`src/design/loc_pkg.sv`:
```
// Package for the lock-order cycle checker.
// Field widths, status codes and the controller/datapath interface structs.
// No dependencies.
`default_nettype none

package loc_pkg;

    localparam int LOCK_ID_W = 5;
    localparam int STATUS_W  = 3;
    localparam int COUNT_W   = 5;

    typedef enum logic [STATUS_W-1:0] {
        ST_OK          = 3'd0,
        ST_REL_EMPTY   = 3'd1,
        ST_REL_NOT_TOP = 3'd2,
        ST_DEADLOCK    = 3'd3,
        ST_STACK_FULL  = 3'd4
    } t_status;

    typedef struct packed {
        logic    latch_in;
        logic    set_status;
        t_status status;
        logic    set_dead;
        logic    push;
        logic    pop;
        logic    top_load;
        logic    chk_cap;
        logic    srch_pick;
        logic    srch_merge;
        logic    commit;
        logic    out_load;
    } t_loc_cmd;

    typedef struct packed {
        logic mode;
        logic depth_zero;
        logic depth_one;
        logic depth_full;
        logic top_eq;
        logic edge_known;
        logic pend_empty;
        logic hit;
        logic out_free;
    } t_loc_sts;

endpackage

`default_nettype wire

```
`src/design/loc_ram.sv`:
```
// Generic single-write, single-read RAM with registered read data.
// No dependencies.
`default_nettype none

module loc_ram #(
    parameter int WIDTH = 32,
    parameter int DEPTH = 32
) (
    input  wire                     i_clk,
    input  wire                     i_we,
    input  wire [$clog2(DEPTH)-1:0] i_waddr,
    input  wire [WIDTH-1:0]         i_wdata,
    input  wire [$clog2(DEPTH)-1:0] i_raddr,
    output logic [WIDTH-1:0]        o_rdata
);

    logic [WIDTH-1:0] r_mem [DEPTH];

    always_ff @(posedge i_clk) begin
        if (i_we) begin
            r_mem[i_waddr] <= i_wdata;
        end
        o_rdata <= r_mem[i_raddr];
    end

endmodule

`default_nettype wire

```
`src/design/loc_dp.sv`:
```
// Datapath of the lock-order cycle checker: held stack, order graph, search masks.
// Depends on loc_pkg and loc_ram; steered by loc_ctrl.
`default_nettype none

module loc_dp #(
    parameter int NUM_LOCKS  = 32,
    parameter int HOLD_DEPTH = 16
) (
    input  wire                                i_clk,
    input  wire                                i_rst_n,
    input  wire                                i_mode,
    input  wire [loc_pkg::LOCK_ID_W-1:0]       i_lock_id,
    input  wire                                i_out_ready,
    input  wire loc_pkg::t_loc_cmd             i_cmd,
    output loc_pkg::t_loc_sts                  o_sts,
    output logic                               o_out_valid,
    output logic [loc_pkg::STATUS_W-1:0]       o_status,
    output logic [loc_pkg::LOCK_ID_W-1:0]      o_cycle_from,
    output logic [loc_pkg::LOCK_ID_W-1:0]      o_cycle_to,
    output logic [loc_pkg::COUNT_W-1:0]        o_held_count
);
    import loc_pkg::*;

    localparam int LW  = $clog2(NUM_LOCKS);
    localparam int SAW = $clog2(HOLD_DEPTH);
    localparam int DW  = $clog2(HOLD_DEPTH + 1);
    localparam int NID = 2 ** LOCK_ID_W;

    // lock number folding into range
    logic [LW-1:0] w_mod_tbl [NID];
    for (genvar v = 0; v < NID; v++) begin : g_mod
        assign w_mod_tbl[v] = LW'(v % NUM_LOCKS);
    end

    logic [DW-1:0]        r_depth;
    logic [NUM_LOCKS-1:0] r_row_vld;
    logic                 r_rd_vld;
    logic                 r_out_vld;
    logic                 r_mode;
    logic [LW-1:0]        r_lock;
    logic [LW-1:0]        r_top;
    logic [NUM_LOCKS-1:0] r_top_row;
    logic [NUM_LOCKS-1:0] r_vis;
    logic [NUM_LOCKS-1:0] r_pend;
    t_status              r_status;
    logic [LW-1:0]        r_from;
    logic [LW-1:0]        r_to;

    logic [NUM_LOCKS-1:0] w_ram_row;
    logic [NUM_LOCKS-1:0] w_row;
    logic [NUM_LOCKS-1:0] w_lock_bit;
    logic [NUM_LOCKS-1:0] w_sel_bit;
    logic [LW-1:0]        w_sel;
    logic [LW-1:0]        w_graddr;
    logic [DW-1:0]        w_pop_idx;
    logic [LW-1:0]        w_stk_rdata;

    assign w_lock_bit = NUM_LOCKS'(1) << r_lock;
    assign w_sel_bit  = NUM_LOCKS'(1) << w_sel;
    assign w_row      = w_ram_row & {NUM_LOCKS{r_rd_vld}};
    assign w_graddr   = i_cmd.srch_pick ? w_sel : r_top;
    assign w_pop_idx  = r_depth - DW'(2);

    always_comb begin
        w_sel = '0;
        for (int i = NUM_LOCKS - 1; i >= 0; i--) begin
            if (r_pend[i]) begin
                w_sel = LW'(i);
            end
        end
    end

    loc_ram #(
        .WIDTH (NUM_LOCKS),
        .DEPTH (NUM_LOCKS)
    ) u_graph (
        .i_clk   (i_clk),
        .i_we    (i_cmd.commit),
        .i_waddr (r_top),
        .i_wdata (r_top_row | w_lock_bit),
        .i_raddr (w_graddr),
        .o_rdata (w_ram_row)
    );

    loc_ram #(
        .WIDTH (LW),
        .DEPTH (HOLD_DEPTH)
    ) u_stack (
        .i_clk   (i_clk),
        .i_we    (i_cmd.push),
        .i_waddr (r_depth[SAW-1:0]),
        .i_wdata (r_lock),
        .i_raddr (w_pop_idx[SAW-1:0]),
        .o_rdata (w_stk_rdata)
    );

    always_ff @(posedge i_clk) begin
        if (!i_rst_n) begin
            r_depth   <= '0;
            r_row_vld <= '0;
            r_out_vld <= 1'b0;
        end else begin
            if (i_cmd.push) begin
                r_depth <= r_depth + DW'(1);
            end else if (i_cmd.pop) begin
                r_depth <= r_depth - DW'(1);
            end
            if (i_cmd.commit) begin
                r_row_vld[r_top] <= 1'b1;
            end
            if (i_cmd.out_load) begin
                r_out_vld <= 1'b1;
            end else if (i_out_ready) begin
                r_out_vld <= 1'b0;
            end
        end
    end

    always_ff @(posedge i_clk) begin
        r_rd_vld <= r_row_vld[w_graddr];
        if (i_cmd.latch_in) begin
            r_mode   <= i_mode;
            r_lock   <= w_mod_tbl[i_lock_id];
            r_status <= ST_OK;
            r_from   <= '0;
            r_to     <= '0;
        end
        if (i_cmd.set_status) begin
            r_status <= i_cmd.status;
        end
        if (i_cmd.set_dead) begin
            r_from <= r_top;
            r_to   <= r_lock;
        end
        if (i_cmd.push) begin
            r_top <= r_lock;
        end else if (i_cmd.top_load) begin
            r_top <= w_stk_rdata;
        end
        if (i_cmd.chk_cap) begin
            r_top_row <= w_row;
            r_vis     <= w_lock_bit;
            r_pend    <= w_lock_bit;
        end else if (i_cmd.srch_pick) begin
            r_pend <= r_pend & ~w_sel_bit;
        end else if (i_cmd.srch_merge) begin
            r_pend <= r_pend | (w_row & ~r_vis);
            r_vis  <= r_vis | w_row;
        end
        if (i_cmd.out_load) begin
            o_status     <= r_status;
            o_cycle_from <= LOCK_ID_W'(r_from);
            o_cycle_to   <= LOCK_ID_W'(r_to);
            o_held_count <= COUNT_W'(r_depth);
        end
    end

    assign o_out_valid = r_out_vld;

    always_comb begin
        o_sts.mode       = r_mode;
        o_sts.depth_zero = (r_depth == '0);
        o_sts.depth_one  = (r_depth == DW'(1));
        o_sts.depth_full = (r_depth == DW'(HOLD_DEPTH));
        o_sts.top_eq     = (r_top == r_lock);
        o_sts.edge_known = w_row[r_lock];
        o_sts.pend_empty = (r_pend == '0);
        o_sts.hit        = w_row[r_top];
        o_sts.out_free   = !r_out_vld || i_out_ready;
    end

endmodule

`default_nettype wire

```
`config.mk`:
```
export PLATFORM = sky130hd
export DESIGN_NAME = loc_dp
export DESIGN_NICKNAME = d
export VERILOG_FILES = /design/src/design/loc_pkg.sv /design/src/design/loc_ram.sv /design/src/design/loc_dp.sv
export SDC_FILE = /design/constraint.sdc
export NUM_CORES = 2
export LEC_CHECK = 0
export ABC_AREA = 1
export BUFFER_PORTS_ARGS = -buffer_cell sky130_fd_sc_hd__buf_2
export CAP_MARGIN = 20
export CORE_UTILIZATION = 63
export DETAILED_ROUTE_END_ITERATION = 10
export PLACE_DENSITY = 0.85
export SLEW_MARGIN = 20
export SYNTH_ARGS = -nofsm -noshare
export SYNTH_HDL_FRONTEND = slang
export SYNTH_SLANG_ARGS = --single-unit
```
`constraint.sdc`:
```
create_clock -name i_clk -period 5 [get_ports i_clk]
set_input_delay 0.75 -clock i_clk [delete_from_list [all_inputs] [get_ports i_clk]]
set_output_delay 0.75 -clock i_clk [all_outputs]
set_load 0.02 [all_outputs]
```
==> flow_metrics.py <==
metrics = {
    "power_and_ir_drop": {
        "ir_drop_uv": 452,
        "p_leak_nw": 25.4,
        "power_density_nw_per_um2": 471,
    },
    "clock_tree": {
        "clk_pin_slew_worst_paths_ns": 0.06,
        "cts-buffers-inserted": 121,
        "holdBufCountCts": 0,
        "clock_latency_ns": 0.75,
        "cts_buffer_depth": 3,
        "cts_setup_buffers": 0,
        "post_cts_resized": 0,
        "clock_sinks": 1318,
        "clk_root_buffer_cell": "clkbuf_16",
        "cts_htree_levels": 3,
        "cts_tree": "yes",
    },
    "routing": {
        "first_iter_violations": 8025,
        "vias": 43100,
        "post-route-drc-count": 0,
        "drtPass1Iterations": 8,
        "wl_per_cell_um": 24.5,
        "ant_nets": 0,
        "vias_per_cell": 6.46,
        "wl_um": 163000,
    },
    "timing": {
        "layout_setup_ws_ns": 0.208,
        "max_freq_mhz": 209,
        "hold_viol_final": 0,
        "maxSlewHeadroom_pct": 17.4,
        "timing.final.crit_share_pct": 95.8,
        "final.setup.tns_ns": 0,
        "finClkSkew_ns": 0.0428,
        "setup_violations": 0,
        "worst_pin_slew_ns": 1.24,
        "grt_setup_unrepaired": "no",
        "maxSlewViolCount": 0,
        "period_minus_slack_ns": 4.79,
    },
    "die": {
        "die-area_um2": 92200,
        "floorplan.initialDensity_pct": 63.6,
        "die_h_um": 304,
        "fp.dieW_um": 304,
        "io_pins": 51,
        "core_um2": 90100,
        "core.rowCount": 110,
    },
    "run_status": {
        "status": "finished, final reports clean",
    },
    "logic_synthesis": {
        "syn_area_um2": 57300,
        "synth_cells": 5458,
        "synthesis.nets": 5489,
        "ys_async_sr_fraction_pct": 0,
        "synth.avg_cell_area_um2": 10.5,
        "ys_seq_elements": 1318,
        "synth_ff_type": "edfxtp_1",
        "yosys.cell_types.count": 36,
        "yosys_warnings": 0,
        "synth-edff-count": 1242,
        "ys_seq_area_share_pct": 67.7,
    },
    "hold_path": {
        "hold_depth": 1,
        "worstHoldStart": "i_lock_id[0]",
        "worstHoldEndpoint": "r_lock[0]",
        "hold_path_class": "in2reg",
    },
    "critical_path": {
        "critical_path_class": "reg2out",
        "worstPathRequired_ns": 4.25,
        "worstReg2RegStart": "r_pend[30]",
        "crit_fanout": 22,
        "reg2reg_depth": 41,
        "arrival_ns": 4.04,
        "reg2reg_slack_ns": 0.90,
        "start_kind": "flip-flop",
        "reg2reg_to": "u_graph.o_rdata[15]",
        "endpoint_kind": "output pin",
    },
    "finish": {
        "fin_nets": 5423,
        "syn2layout_area_growth_pct": 9.63,
        "final_common_cell": "nand2_1",
        "layout-drive-gt1-share_pct": 7.20,
        "final_cell_mix": "nand2_1 (1299), edfxtp_1 (1242), nand3_1 (1143)",
        "final_util_pct": 69.7,
        "layout.cells.non_filler": 6674,
        "diodes": 0,
        "n_fill_cell": 5649,
    },
    "place": {
        "port_buffers": 50,
        "dp_slack_ns": 1.08,
        "dp.cells": 6444,
        "dp_hpwl_um": 87300,
        "gp_congestion": 0.966,
    },
    "grt": {
        "antenna_found_initial": 1,
        "grt_overflow": 0,
        "grt_pass1_wl_um": 244000,
        "grt_max_degree": 200,
        "grtUsageTotal_pct": 34.8,
        "grt_pass1_vias": 41182,
    },
    "run": {
        "cap_violations": 0,
    },
}
final cells by class:
cell class                 count  area (µm²)  area share [%]
inverter                     660        2490            3.96
sequential                  1318       38800            61.7
timing repair buffer         151        1290            2.05
clock inverter                71         643            1.02
clock buffer                 158        3270            5.20
multi-input combinational   3140       14900            23.7
tap                         1176        1470            2.34
report_power, final:
part	switching, W	total, W	internal [W]	leakage [nW]
clock	0.00413	0.00915	0.00503	1.89
combinational	0.00517	0.00690	0.00173	11.4
sequential	0.000348	0.0135	0.0132	12.1
total	0.00964	0.0296	0.0199	25.4
state kept, by name, indices dropped and copies added, names as in the netlist, 3 cells and up:
name	cells
r_row_vld	32
r_status	3
r_from	5
u_stack.r_mem	80
u_stack.o_rdata	5
o_cycle_to	5
r_top_row	32
u_graph.r_mem	1024
r_vis	32
r_depth	5
r_lock	5
r_to	5
o_held_count	5
o_status	3
o_cycle_from	5
u_graph.o_rdata	32
r_pend	32
r_top	5
stage by stage:
step | power, W | hold WS [ns] | cell area, µm²
floorplan | 0.0180 | 0.400 | 57300
CTS | 0.0292 | 0.176 | 62800
finish | 0.0296 | 0.196 | 62900
global placement | 0.0200 | 0.401 | 58900
global route | 0.0304 | 0.185 | 62900
detailed placement | 0.0202 | 0.405 | 58900
worst max-delay path, cell delays in order, from the launching register on:
cell and delay (ns):
edfxtp_1 1.03, inv_1 0.15, nor2_1 0.62, inv_1 0.26
o22ai_1 0.19, a211oi_1 0.06, a21oi_1 0.21, a21oi_1 0.12
a31oi_1 0.39, buf_2 0.26
kinds of logic after synthesis:
logic type               share of synthesized area, %
AO/OA/AOI/OAI                                    2.76
flip-flops                                       67.7
buffers and inverters                            6.88
adder cells (fa/ha/maj)                         0.175
XOR/XNOR                                       0.0306
AND/OR/NAND/NOR                                  22.4
how the worst max path moves through the flow:
| stage | slack (ns) | from | endpoint | cells after the start |
|---|---|---|---|---|
| 5_1_grt | 0.26 | r_lock[0] | o_sts[3] | 9 |
| 2_1_floorplan | 1.07 | i_cmd[3] | r_vis[0] | 3 |
| 3_3_place_gp | 1.10 | r_pend[30] | u_graph.o_rdata[19] | 41 |
| 6_report | 0.21 | r_lock[0] | o_sts[3] | 9 |
| 4_1_cts | 0.51 | r_lock[0] | o_sts[3] | 9 |
| 3_5_place_dp | 1.08 | r_pend[30] | u_graph.o_rdata[19] | 41 |
metal layers:
layer / vias up / global-route usage, % / part of all wire, %
met2: 3773 / 53.9 / 45
met3: 722 / 8.15 / 15
li1: 18445 / - / -
met4: 2 / 19.5 / 6.1
met1: 20158 / 45.6 / 34
met5: - / 0 / 0.0067
cell usage after synthesis, types with 11 or more instances:
library cell | count | share of area (%)
nor3_1 | 36 | 0.31
nand2_1 | 1300 | 8.5
nand4_1 | 16 | 0.17
or2_2 | 13 | 0.14
nor2_1 | 231 | 1.5
buf_2 | 104 | 0.91
buf_1 | 12 | 0.079
buf_4 | 11 | 0.14
nand3b_1 | 130 | 1.7
clkbuf_1 | 210 | 1.4
o21ai_0 | 104 | 0.91
a21oi_1 | 30 | 0.26
a31o_2 | 16 | 0.24
inv_1 | 656 | 4.3
o31ai_1 | 12 | 0.16
edfxtp_1 | 1242 | 65
o221ai_1 | 25 | 0.38
dfxtp_1 | 76 | 2.7
nand3_1 | 1143 | 10
o22ai_1 | 30 | 0.33
Power figures use the tool's default switching activity.
